--- config.mk ---
export PLATFORM = sky130hd
export DESIGN_NAME = spectrum_bar_smoother_top
export DESIGN_NICKNAME = d
export VERILOG_FILES = /design/src/sv/sbs_pkg.sv /design/src/sv/sbs_csr.sv /design/src/sv/sbs_ctrl.sv /design/src/sv/sbs_dpath.sv /design/src/sv/spectrum_bar_smoother_top.sv
export VERILOG_INCLUDE_DIRS = /design/src /design/src/sv
export SDC_FILE = /design/constraint.sdc
export NUM_CORES = 2
export LEC_CHECK = 0
export ABC_AREA = 1
export CAP_MARGIN = 10
export CORE_ASPECT_RATIO = 0.8
export CORE_UTILIZATION = 48
export CTS_CLUSTER_SIZE = 12
export DETAILED_ROUTE_END_ITERATION = 12
export DONT_BUFFER_PORTS = 1
export PLACE_DENSITY = 0.67
export SLEW_MARGIN = 20
export SYNTH_ARGS = -nofsm -noshare
export SYNTH_HDL_FRONTEND = slang
export SYNTH_HIERARCHICAL = 1
export SYNTH_SLANG_ARGS = --single-unit
--- constraint.sdc ---
create_clock -name clock -period 13.36 [get_ports clock]
set_clock_uncertainty 0.15 [all_clocks]
set_input_delay 1.336 -clock clock [delete_from_list [all_inputs] [get_ports clock]]
set_output_delay 1.336 -clock clock [all_outputs]
set_load 0.005 [all_outputs]
--- src/sv/spectrum_bar_smoother_top_defines.svh ---
// Assertion macros for the spectrum bar smoother.
`ifndef SPECTRUM_BAR_SMOOTHER_TOP_DEFINES_SVH
`define SPECTRUM_BAR_SMOOTHER_TOP_DEFINES_SVH
`ifndef SYNTHESIS
`define SBS_ASSERT(lbl, clk, rst, prop, msg) \
   lbl: assert property (@(posedge clk) disable iff (rst) prop) else $error(msg);
`define SBS_ASSERT_NR(lbl, clk, prop, msg) \
   lbl: assert property (@(posedge clk) prop) else $error(msg);
`else
`define SBS_ASSERT(lbl, clk, rst, prop, msg)
`define SBS_ASSERT_NR(lbl, clk, prop, msg)
`endif
`endif

--- src/sv/sbs_pkg.sv ---
// Shared types, constants and arithmetic for the spectrum bar smoother.
package sbs_pkg;

   localparam int MAX_BARS = 64;
   localparam int BAR_W    = $clog2(MAX_BARS);

   localparam logic [19:0] RECIP_Q16  = 20'd728178;
   localparam logic [17:0] THRESH_Q16 = 18'd19660;
   localparam logic [17:0] OFFSET_Q16 = 18'd6554;
   localparam logic [16:0] ONE_Q16    = 17'd65536;
   localparam logic [17:0] LEVEL_MAX  = 18'd262143;

   localparam logic [1:0] CSR_FFT_LOG2 = 2'd0;
   localparam logic [1:0] CSR_RISE     = 2'd1;
   localparam logic [1:0] CSR_FALL     = 2'd2;
   localparam logic [1:0] CSR_SPREAD   = 2'd3;

   typedef struct packed {
      logic [4:0]  fft_length_log2;
      logic [16:0] rise_gain;
      logic [16:0] fall_gain;
      logic [16:0] spread_gain;
   } cfg_type;

   typedef struct packed {
      logic accept;
      logic norm_en;
      logic blend_en;
      logic commit;
   } cmd_type;

   typedef struct packed {
      logic out_free;
   } status_type;

   // g*a + (1-g)*b, rounded, written as b + g*(a-b) to need one multiplier
   function automatic logic [17:0] sbs_blend(input logic [16:0] g_raw,
                                             input logic [17:0] a,
                                             input logic [17:0] b);
      logic [16:0]        g;
      logic signed [18:0] diff;
      logic signed [36:0] prod;
      logic signed [37:0] acc;
      g    = (g_raw > ONE_Q16) ? ONE_Q16 : g_raw;
      diff = $signed({1'b0, a}) - $signed({1'b0, b});
      prod = diff * $signed({1'b0, g});
      acc  = $signed({4'b0, b, 16'b0}) + 38'(prod) + 38'sd32768;
      return acc[33:16];
   endfunction

endpackage

--- src/sv/sbs_csr.sv ---
// Configuration register file of the spectrum bar smoother.
module sbs_csr import sbs_pkg::*; (
   input  logic        clock,
   input  logic        reset,
   input  logic        csr_we,
   input  logic [1:0]  csr_index,
   input  logic [16:0] csr_wdata,
   output cfg_type     cfg
);

   cfg_type cfg_ff, cfg_in;

   always_comb begin
      cfg_in = cfg_ff;
      if (csr_we) begin
         case (csr_index)
            CSR_FFT_LOG2: cfg_in.fft_length_log2 = csr_wdata[4:0];
            CSR_RISE:     cfg_in.rise_gain       = csr_wdata;
            CSR_FALL:     cfg_in.fall_gain       = csr_wdata;
            CSR_SPREAD:   cfg_in.spread_gain     = csr_wdata;
            default:      cfg_in = cfg_ff;
         endcase
      end
   end

   always_ff @(posedge clock) begin
      if (reset) begin
         cfg_ff.fft_length_log2 <= 5'd11;
         cfg_ff.rise_gain       <= 17'd52429;
         cfg_ff.fall_gain       <= 17'd13107;
         cfg_ff.spread_gain     <= 17'd52429;
      end else begin
         cfg_ff <= cfg_in;
      end
   end

   assign cfg = cfg_ff;

endmodule

--- src/sv/sbs_ctrl.sv ---
// Sequencer of the spectrum bar smoother: accept, normalize, time blend, commit.
`include "spectrum_bar_smoother_top_defines.svh"
module sbs_ctrl import sbs_pkg::*; (
   input  logic       clock,
   input  logic       reset,
   input  logic       req_tvalid,
   output logic       req_tready,
   input  status_type status,
   output cmd_type    cmd
);

   localparam logic [1:0] S_IDLE   = 2'd0;
   localparam logic [1:0] S_NORM   = 2'd1;
   localparam logic [1:0] S_BLEND  = 2'd2;
   localparam logic [1:0] S_COMMIT = 2'd3;

   logic [1:0] state_ff, state_in;

   assign req_tready = (state_ff == S_IDLE);

   always_comb begin
      state_in     = state_ff;
      cmd          = '0;
      case (state_ff)
         S_IDLE: begin
            if (req_tvalid) begin
               cmd.accept = 1'b1;
               state_in   = S_NORM;
            end
         end
         S_NORM: begin
            cmd.norm_en = 1'b1;
            state_in    = S_BLEND;
         end
         S_BLEND: begin
            cmd.blend_en = 1'b1;
            state_in     = S_COMMIT;
         end
         S_COMMIT: begin
            // hold until the output register can take the result
            if (status.out_free) begin
               cmd.commit = 1'b1;
               state_in   = S_IDLE;
            end
         end
         default: state_in = S_IDLE;
      endcase
   end

   always_ff @(posedge clock) begin
      if (reset) begin
         state_ff <= S_IDLE;
      end else begin
         state_ff <= state_in;
      end
   end

   `SBS_ASSERT(a_accept_to_norm, clock, reset, cmd.accept |=> (state_ff == S_NORM), "accept not followed by normalize")
   `SBS_ASSERT(a_commit_free, clock, reset, cmd.commit |-> status.out_free, "commit into a full output register")
   `SBS_ASSERT_NR(a_reset_idle, clock, $past(reset) |-> (state_ff == S_IDLE), "not idle after reset")

endmodule

--- src/sv/sbs_dpath.sv ---
// Datapath of the spectrum bar smoother: scaling, compression, blends, history.
module sbs_dpath import sbs_pkg::*; (
   input  logic        clock,
   input  logic        reset,
   input  cfg_type     cfg,
   input  cmd_type     cmd,
   output status_type  status,
   input  logic [31:0] req_tdata,
   input  logic        req_tlast,
   output logic        rsp_tvalid,
   input  logic        rsp_tready,
   output logic [23:0] rsp_tdata,
   output logic        rsp_tlast
);

   localparam logic [BAR_W-1:0] BAR_LAST = BAR_W'(MAX_BARS - 1);

   // history memory and its valid bits
   logic [17:0]         hist_mem [MAX_BARS];
   logic [MAX_BARS-1:0] hist_valid_ff, hist_valid_in;
   logic [17:0]         prev_rd_ff;
   logic                prev_valid_ff;

   logic [BAR_W-1:0] bar_cnt_ff, bar_cnt_in;
   logic [BAR_W-1:0] bar_ff;
   logic             last_ff;
   logic [51:0]      prod_ff;
   logic [17:0]      val_ff;
   logic [17:0]      t_ff;
   logic [17:0]      neigh_ff, neigh_in;
   logic             rsp_valid_ff, rsp_valid_in;
   logic [17:0]      out_level_ff;
   logic [BAR_W-1:0] out_bar_ff;
   logic             out_last_ff;

   logic [51:0] prod_in;
   logic [5:0]  shift;
   logic [52:0] rsum;
   logic [52:0] v_sh;
   logic [52:0] v_cmp;
   logic [17:0] val_in;
   logic [17:0] prev;
   logic [16:0] g_time;
   logic [17:0] t_in;
   logic [17:0] s_in;

   assign prod_in = {20'b0, req_tdata} * {32'b0, RECIP_Q16};

   always_comb begin
      shift = 6'd16 + {1'b0, cfg.fft_length_log2};
      rsum  = {1'b0, prod_ff} + (53'd1 << (shift - 6'd1));
      v_sh  = rsum >> shift;
      v_cmp = (v_sh > 53'(THRESH_Q16)) ? ((v_sh >> 1) + 53'(OFFSET_Q16)) : v_sh;
      val_in = (v_cmp > 53'(LEVEL_MAX)) ? LEVEL_MAX : v_cmp[17:0];
   end

   always_comb begin
      prev   = prev_valid_ff ? prev_rd_ff : 18'd0;
      g_time = (val_ff < prev) ? cfg.fall_gain : cfg.rise_gain;
      t_in   = sbs_blend(g_time, val_ff, prev);
      s_in   = (bar_ff == '0) ? t_ff : sbs_blend(cfg.spread_gain, t_ff, neigh_ff);
   end

   always_comb begin
      status.out_free = !rsp_valid_ff || rsp_tready;

      bar_cnt_in    = bar_cnt_ff;
      neigh_in      = neigh_ff;
      hist_valid_in = hist_valid_ff;
      rsp_valid_in  = rsp_valid_ff && !rsp_tready;
      if (cmd.commit) begin
         bar_cnt_in             = (last_ff || bar_ff == BAR_LAST) ? '0 : bar_ff + BAR_W'(1);
         neigh_in               = s_in;
         hist_valid_in[bar_ff]  = 1'b1;
         rsp_valid_in           = 1'b1;
      end
   end

   always_ff @(posedge clock) begin
      if (reset) begin
         bar_cnt_ff    <= '0;
         neigh_ff      <= '0;
         hist_valid_ff <= '0;
         rsp_valid_ff  <= 1'b0;
      end else begin
         bar_cnt_ff    <= bar_cnt_in;
         neigh_ff      <= neigh_in;
         hist_valid_ff <= hist_valid_in;
         rsp_valid_ff  <= rsp_valid_in;
      end
   end

   // payload registers
   always_ff @(posedge clock) begin
      if (cmd.accept) begin
         prod_ff       <= prod_in;
         bar_ff        <= bar_cnt_ff;
         last_ff       <= req_tlast;
         prev_rd_ff    <= hist_mem[bar_cnt_ff];
         prev_valid_ff <= hist_valid_ff[bar_cnt_ff];
      end
      if (cmd.norm_en) begin
         val_ff <= val_in;
      end
      if (cmd.blend_en) begin
         t_ff <= t_in;
      end
      if (cmd.commit) begin
         hist_mem[bar_ff] <= s_in;
         out_level_ff     <= s_in;
         out_bar_ff       <= bar_ff;
         out_last_ff      <= last_ff;
      end
   end

   assign rsp_tvalid = rsp_valid_ff;
   assign rsp_tdata  = {6'(out_bar_ff), out_level_ff};
   assign rsp_tlast  = out_last_ff;

endmodule

--- src/sv/spectrum_bar_smoother_top.sv ---
// Each bar is handled by the sequencer in order: accept with multiply, normalize, time blend,
// then cross-bar blend with history write; rsp_tvalid is registered at that commit step.
// A new bar is accepted only after the last one has committed.
// A result waiting on rsp_tready stalls the commit step, and with it the accept of the next bar.
// Reset (synchronous, active high) restores register defaults and clears the history
// valid bits, bar counter and neighbour level at once.
module spectrum_bar_smoother_top import sbs_pkg::*; (
   input  logic        clock,
   input  logic        reset,
   input  logic        req_tvalid,
   output logic        req_tready,
   input  logic [31:0] req_tdata,   // [31:0] magnitude
   input  logic        req_tlast,   // frame_end
   output logic        rsp_tvalid,
   input  logic        rsp_tready,
   output logic [23:0] rsp_tdata,   // [17:0] bar_level, [23:18] bar_number
   output logic        rsp_tlast,   // last_bar
   input  logic        csr_we,
   input  logic [1:0]  csr_index,
   input  logic [16:0] csr_wdata
);

   cfg_type    cfg;
   cmd_type    cmd;
   status_type status;

   sbs_csr u_csr (
      .clock     (clock),
      .reset     (reset),
      .csr_we    (csr_we),
      .csr_index (csr_index),
      .csr_wdata (csr_wdata),
      .cfg       (cfg)
   );

   sbs_ctrl u_ctrl (
      .clock      (clock),
      .reset      (reset),
      .req_tvalid (req_tvalid),
      .req_tready (req_tready),
      .status     (status),
      .cmd        (cmd)
   );

   sbs_dpath u_dpath (
      .clock      (clock),
      .reset      (reset),
      .cfg        (cfg),
      .cmd        (cmd),
      .status     (status),
      .req_tdata  (req_tdata),
      .req_tlast  (req_tlast),
      .rsp_tvalid (rsp_tvalid),
      .rsp_tready (rsp_tready),
      .rsp_tdata  (rsp_tdata),
      .rsp_tlast  (rsp_tlast)
   );

endmodule
### Word level (Yosys, flattened, before mapping)

Memories as Yosys holds them, arrays and structs flattened. A register that Yosys moved wholly into a read port is not among the register bits.
Cells that the tools add are included.

* input bits: 57
* memory bits (writable): 1152
* memories kept: 1
* word-level logic and storage cells: 90
* output and inout port bits: 27
* flip-flop bits (word level): 267

* bitwise logic cells: 1
* multiply operators: 3
* reductions and logical operators: 14
* $lt $le $gt $ge: 8
* muxes and demuxes: 23
* shifts and indexed selects: 2
* add/subtract/negate cells: 11
* equal/unequal tests: 9

Memory list
* u_dpath.hist_mem: words 64, bits a word 18, read ports 1, clocked after Yosys merged registers in 1, write ports 1, line sbs_dpath.sv:19 `logic [17:0] hist_mem [MAX_BARS];`

Operator list (number)
* $add A34 B17 Y34 const B: 2
* $add A34 B34 Y34: 2
* $mul A19 B18 Y34: 2
* $or A64 B64 Y64: 1
* $add A52 B13 Y53 const B: 1
* $add A52 B53 Y53: 1
* $gt A53 B15 Y1 const B: 1
* $gt A53 B18 Y1 const B: 1
* $mux W53: 1
* $shl A1 B6 Y53 const A: 1
* $shr A53 B6 Y53: 1
* $mul A32 B19 Y51 const B: 1
* $mux W17: 3
* $sub A18 B18 Y19: 2
* $mux W18: 2
* $gt A17 B17 Y1 const B: 2
* $lt A18 B18 Y1: 1
* $lt A6 B7 Y1 const B: 2
* $mux W1: 11
* $reduce_and A2 Y1: 5
* $eq A2 B2 Y1 const B: 4
* $pmux W2 S4: 1
* $add A5 B5 Y6 const A: 1
* $add A6 B1 Y6 const B: 1
* other kinds (14): 21

### Depth between registers and ports, before layout

* depth after elaboration: 8
* depth in mapped cells: 47

### Modules after synthesis

The synthesis kept the hierarchy.

By module, submodules not included
* sbs_dpath: seq. area each 40488.8 um^2, cells each 10453, area an instance 98684.6 um^2, times used 1
* sbs_csr: seq. area each 1121.1 um^2, cells each 304, area an instance 2205.9 um^2, times used 1
* sbs_ctrl: seq. area each 40.0 um^2, cells each 27, area an instance 182.7 um^2, times used 1

### Least setup slack after synthesis

No wires, ideal clock.

* path type: reg2reg
* start point: register u_dpath.t_ff[0]
* end point: memory u_dpath.hist_mem[0][7] (data pin)
* buffers on the path: 1
* slack: 2.159 ns
* cell stages (with the launch flop): 42
* data required time: 12.493 ns
* arrival: 10.335 ns
* period minus slack after synthesis: 11.201 ns
* path through: edfxtp_1 -> inv_1 -> ha_1 -> inv_1 -> fa_1 -> a21oi_1 -> o21ai_0 -> a21oi_1 -> o21bai_1 -> nand3_1 -> nand2_1 -> a21boi_0 -> o21ai_0 -> a21boi_0 -> o21ai_0 -> nand2_1 -> nand2_1 -> a21oi_1 -> (+6 left out) -> inv_1 -> fa_1 -> fa_1 -> inv_1 -> fa_1 -> inv_1 -> fa_1 -> ha_1 -> nand2_1 -> nor2_1 -> a211oi_1 -> o21ai_0 -> nand2_1 -> nand2_1 -> nand2_1 -> nand2_1 -> xnor2_1 -> o21ai_0

* longest elaborated chain between the ends: 5

RTL lines
* start: declaration: line sbs_dpath.sv:29 `logic [17:0] t_ff;`
* start signal: assignment: line sbs_dpath.sv:106 `t_ff <= t_in;`
* $sub A18 B18 Y19: line sbs_pkg.sv:45 `diff = $signed({1'b0, a}) - $signed({1'b0, b});`
* $mul A19 B18 Y34: line sbs_pkg.sv:46 `prod = diff * $signed({1'b0, g});`
* $add A34 B34 Y34: line sbs_pkg.sv:47 `acc = $signed({4'b0, b, 16'b0}) + 38'(prod) + 38'sd32768;`
* $add A34 B17 Y34: line sbs_pkg.sv:47
* $mux W18: line sbs_dpath.sv:61 `s_in = (bar_ff == '0) ? t_ff : sbs_blend(cfg.spread_gain, t_ff, neigh_ff);`
* named net u_dpath.s_in[7]: line sbs_dpath.sv:45 `logic [17:0] s_in;`
* end: declaration: line sbs_dpath.sv:19

The timed path passes the listed nets, and every way through them passes these cells.

### Worst setup path after layout

* start point: register u_dpath.prev_valid_ff
* end point: register u_dpath.t_ff[16] (data pin)

* longest elaborated chain between the ends: 8

RTL lines
* start: declaration: line sbs_dpath.sv:22 `logic prev_valid_ff;`
* start signal: assignment: line sbs_dpath.sv:100 `prev_valid_ff <= hist_valid_ff[bar_cnt_ff];`
* $mux W18 *: line sbs_dpath.sv:58 `prev = prev_valid_ff ? prev_rd_ff : 18'd0;`
* $lt A18 B18 Y1: line sbs_dpath.sv:59 `g_time = (val_ff < prev) ? cfg.fall_gain : cfg.rise_gain;`
* $mux W17: line sbs_dpath.sv:59
* $gt A17 B17 Y1: line sbs_pkg.sv:44 `g = (g_raw > ONE_Q16) ? ONE_Q16 : g_raw;`
* $mux W17: line sbs_pkg.sv:44
* $mul A19 B18 Y34: line sbs_pkg.sv:46
* $add A34 B34 Y34 *: line sbs_pkg.sv:47
* $add A34 B17 Y34 *: line sbs_pkg.sv:47
* named net u_dpath.t_in[16]: line sbs_dpath.sv:44 `logic [17:0] t_in;`

Mark *: on every way through the listed nets, which the timed path passes. The rest lies on a longest branch.
A chain may end at the register's enable or synchronous reset.

==> results.md <==
Worst setup path:
- The setup check on the worst reg-to-reg path leaves a slack of 2.38 ns.
- The number of buffer and inverter instances along the worst setup path is 7.
- The dominant delay contributor by cell family on the critical path is adder cells.
- The path type of the worst setup path is reg -> reg.
- Counting cells, the worst reg-to-reg path comes to 32.
- The maximum cell stage delay along the critical path is 0.76 ns.
- The cell at the slowest stage of the critical path is edfxtp_1.
- Of all nets on the critical path, the largest fanout is 19.
- The worst setup path is launched from a register.
- Data arrives at the worst endpoint at 11.36 ns.
- The cell that appears most often on the critical path is nand2_1.
- The startpoint of the lowest-slack register-to-register path is u_dpath/prev_valid_ff.
- The capturing element type of the critical path is a register.
- The data required time of the worst path is 13.74 ns.
- The endpoint of the lowest-slack register-to-register path is u_dpath/t_ff[16].

Clocking:
- The post-CTS repair timing setup buffer count is 0.
- The CTS root buffer is clkbuf_16.
- The CTS sink count is 1436.
- The number of hold buffers added after cts is 0.
- TritonCTS built the clock tree.
- The number of gates resized after CTS was 0.
- The post-CTS clock slew at the launch and capture registers of the worst setup and hold paths is 0.06 ns.
- The number of H-tree branching levels is 4.
- The number of buffers created by CTS is 147.
- The clock passes through at most 3 buffers.
- Clock latency on the worst-skew pair, taken at its later pin, is 0.82 ns.

Drt:
- The remaining antenna violation count is 0.
- The iteration count of the initial detailed-routing pass is 6.
- The wire length after detailed routing is 305100 um.
- The routed design uses 29700 um of met3 wire.
- The wire length per cell after detailed routing is 22.41 um.
- The highest routing layer actually used is met5.
- The total via count after detailed routing is 76710.
- The detailed router finished its first iteration with 8449 violations.
- Wire segments on met2 add up to 134500 um in the final route.
- The number of DRC violations after detailed routing is 0.
- In the routed layout, each cell is associated on average with a via count of 5.635.
- The length of routed wiring on met1 is 129700 um.

Cells and area:
- Cells fill 52.26% of the core in the end.
- The most frequent standard cell in the layout excluding fill and tap cells is inv_1.
- The growth of design area from synthesis to finish is 8.104%.
- Leaving out fill and tap cells, the most frequent cells in the layout are 1741 x inv_1, 1560 x nor2_1, 1522 x nand2_1, 1289 x edfxtp_1, 870 x fa_1.
- Of the cells placed in the final design, the portion with a size suffix greater than 1 is 6.083%.
- The final cell count without fillers is 13610.
- After the last flow step, the layout net total stands at 12160.

GRT:
- The maximum number of pins on one net before global-route repair is 211.
- The number of global-route vias before repair is 75660.
- The first global-routing pass estimated 463200 um of wire.
- The overall overflow remaining after global route is 0.
- Across every metal layer, demand over resource in global routing totals 28.88%.
- The number of antenna violations at the first check in global routing is 7.

Placed design:
- At the end of routability-driven placement, the weighted congestion stood at 0.9832.
- The cell count after placement is 13350.
- In this run the tool buffered the top-level ports with 0 buffer cells.
- The sum of net half-perimeters after detailed placement is 216400 um.

Synthesis:
- Yosys mapped the design onto 60 distinct sky130hd cell types.
- Counting flops with an async set or reset pin after synthesis yields a share of 0%.
- After technology mapping, the gate count stands at 10780.
- For this run, the number of Yosys warnings is 6.
- Sequential elements use 41.21% of the synthesized area.
- The most used flip-flop cell after synthesis is edfxtp_1.
- The count of state elements after synthesis is 1436.
- In this run, synthesis inferred 1289 flip-flops with an integrated enable.
- Dividing the synthesized area by the synthesized cell count gives 9.373 um2.
- The post-synthesis instance area is 101100 um2.

STA:
- The maximum clock frequency is 91.05 MHz.
- The ratio of final minimum period to clock period is 82.21%.
- For the final routed database, the setup TNS stands at 0 ns.
- In this run the tightest slew margin relative to its limit is 22.39%.
- The final count of hold timing violations is 0.
- Setup violations remaining at the end of the flow were counted as 0.
- The smallest clock period supported by the final layout is computed as 10.98 ns.
- The max-slew violation count was 0.
- For the pin with the worst max-slew slack, the measured transition is 1.154 ns.
- Setup repair after global routing left no endpoint under its margin.

Die:
- The y dimension of the die is 412.4 um.
- Pin placement for this block handled 84 I/O pins.
- The die covers 212400 um2.
- The core region is 209100 um2.
- Once the floorplan was initialized, standard cells occupied 48.34% of the core.
- The floorplan die width is 515.0 um.
- The placement row count is 150.

Outcome:
- The run finished with clean final reports.

Worst hold path:
- Along the worst hold path, the cell count comes to 2.
- For hold timing, the worst endpoint is u_dpath/hist_valid_ff[34].
- In this run the worst hold path is classified as reg -> reg.
- In this run the most critical hold path is launched from u_dpath/hist_valid_ff[34].

Flow run:
- The number of max-cap violations is 0.
==> cell families (layout without fill, tap and decap cells) <==
logic type	after synthesis	in the layout	synth area share, %
DFF	1436	1436	41.21
AOI/OAI and AO/OA	1582	1582	8.803
and+or+nand+nor	3981	3981	16.47
buffers and inverters	2237	2236	8.415
other	1	20	0.003710
adders and majority gates	1410	1410	23.92
xor gates and xnor gates	137	137	1.187
==> metrics by stage <==
| step | setup WS, ns | hold WS, ns | instance area [um2] |
|---|---|---|---|
| 2_1_floorplan | 2.159 | 0.2564 | 101100 |
| 3_3_place_gp | 2.439 | 0.2932 | 104600 |
| 3_5_place_dp | 2.450 | 0.3037 | 104600 |
| 4_1_cts | 2.437 | 0.3178 | 109200 |
| 5_1_grt | 1.482 | 0.3396 | 109300 |
| 6_report | 2.377 | 0.3102 | 109300 |
==> flip-flops by register name (all words and copies together), names as in the netlist <==
name and flops:
u_dpath/prod_ff 50, u_dpath/bar_ff 6, u_dpath/rsp_tvalid 1, u_dpath/val_ff 18, u_dpath/hist_mem 1152, u_dpath/bar_cnt_ff 6
u_dpath/last_ff 1, u_dpath/out_level_ff 18, u_csr/cfg 56, u_dpath/neigh_ff 18, u_dpath/hist_valid_ff 64, u_dpath/out_bar_ff 6
u_dpath/t_ff 18, u_dpath/prev_rd_ff 18, u_dpath/prev_valid_ff 1, u_ctrl/state_ff 2, u_dpath/rsp_tlast 1
==> layer usage <==
metal / up-vias / track usage, %
met5: - / 0
met4: 2 / 9.884
met3: 454 / 5.499
met2: 3610 / 44.03
met1: 37710 / 41.28
li1: 34940 / -
==> worst register-to-register path: cells and delay by family, from the launching register on <==
family,cells,cell delay (ns)
simple gates,13,3.40
buf+inv,7,1.39
flops,1,0.76
compound gates,4,1.15
fa+ha+maj,8,3.90
==> how the worst max path moves through the flow <==
stage                          start                      to  slack [ns]  depth (start not counted)
2_1_floorplan        u_dpath/t_ff[0]  u_dpath/hist_mem[0][7]        2.16                         41
3_3_place_gp   u_dpath/prev_valid_ff        u_dpath/t_ff[16]        2.44                         38
3_5_place_dp   u_dpath/prev_valid_ff        u_dpath/t_ff[16]        2.45                         38
4_1_cts        u_dpath/prev_valid_ff        u_dpath/t_ff[16]        2.44                         38
5_1_grt        u_dpath/prev_valid_ff        u_dpath/t_ff[16]        1.48                         38
6_report       u_dpath/prev_valid_ff        u_dpath/t_ff[16]        2.38                         32
==> layout make-up <==
| cell class | instances | area, um2 |
|---|---|---|
| clock inverter | 35 | 585.6 |
| clock buffer | 224 | 4069 |
| tap | 2812 | 3518 |
| antenna | 2 | 5.005 |
| multi-input combinational | 7128 | 51350 |
| fill | 18790 | 99810 |
| sequential | 1436 | 41670 |
| inverter | 1825 | 6870 |
| timing repair buffer | 152 | 1191 |
==> Yosys cell counts, drive strengths merged, types with 147 or more instances <==
| cell type | count | area share, % |
|---|---|---|
| a21oi | 222 | 1.1 |
| clkbuf | 350 | 1.3 |
| dfxtp | 147 | 2.9 |
| edfxtp | 1289 | 38 |
| fa | 870 | 17 |
| ha | 540 | 6.7 |
| inv | 1799 | 6.7 |
| nand2 | 1588 | 6.1 |
| nand3 | 577 | 3.1 |
| nor2 | 1654 | 6.3 |
| o21ai | 867 | 4.3 |
| o22ai | 310 | 1.9 |
Power is not shown: default switching activity piles up to over one toggle a cycle in this logic, so the estimate is an artifact.
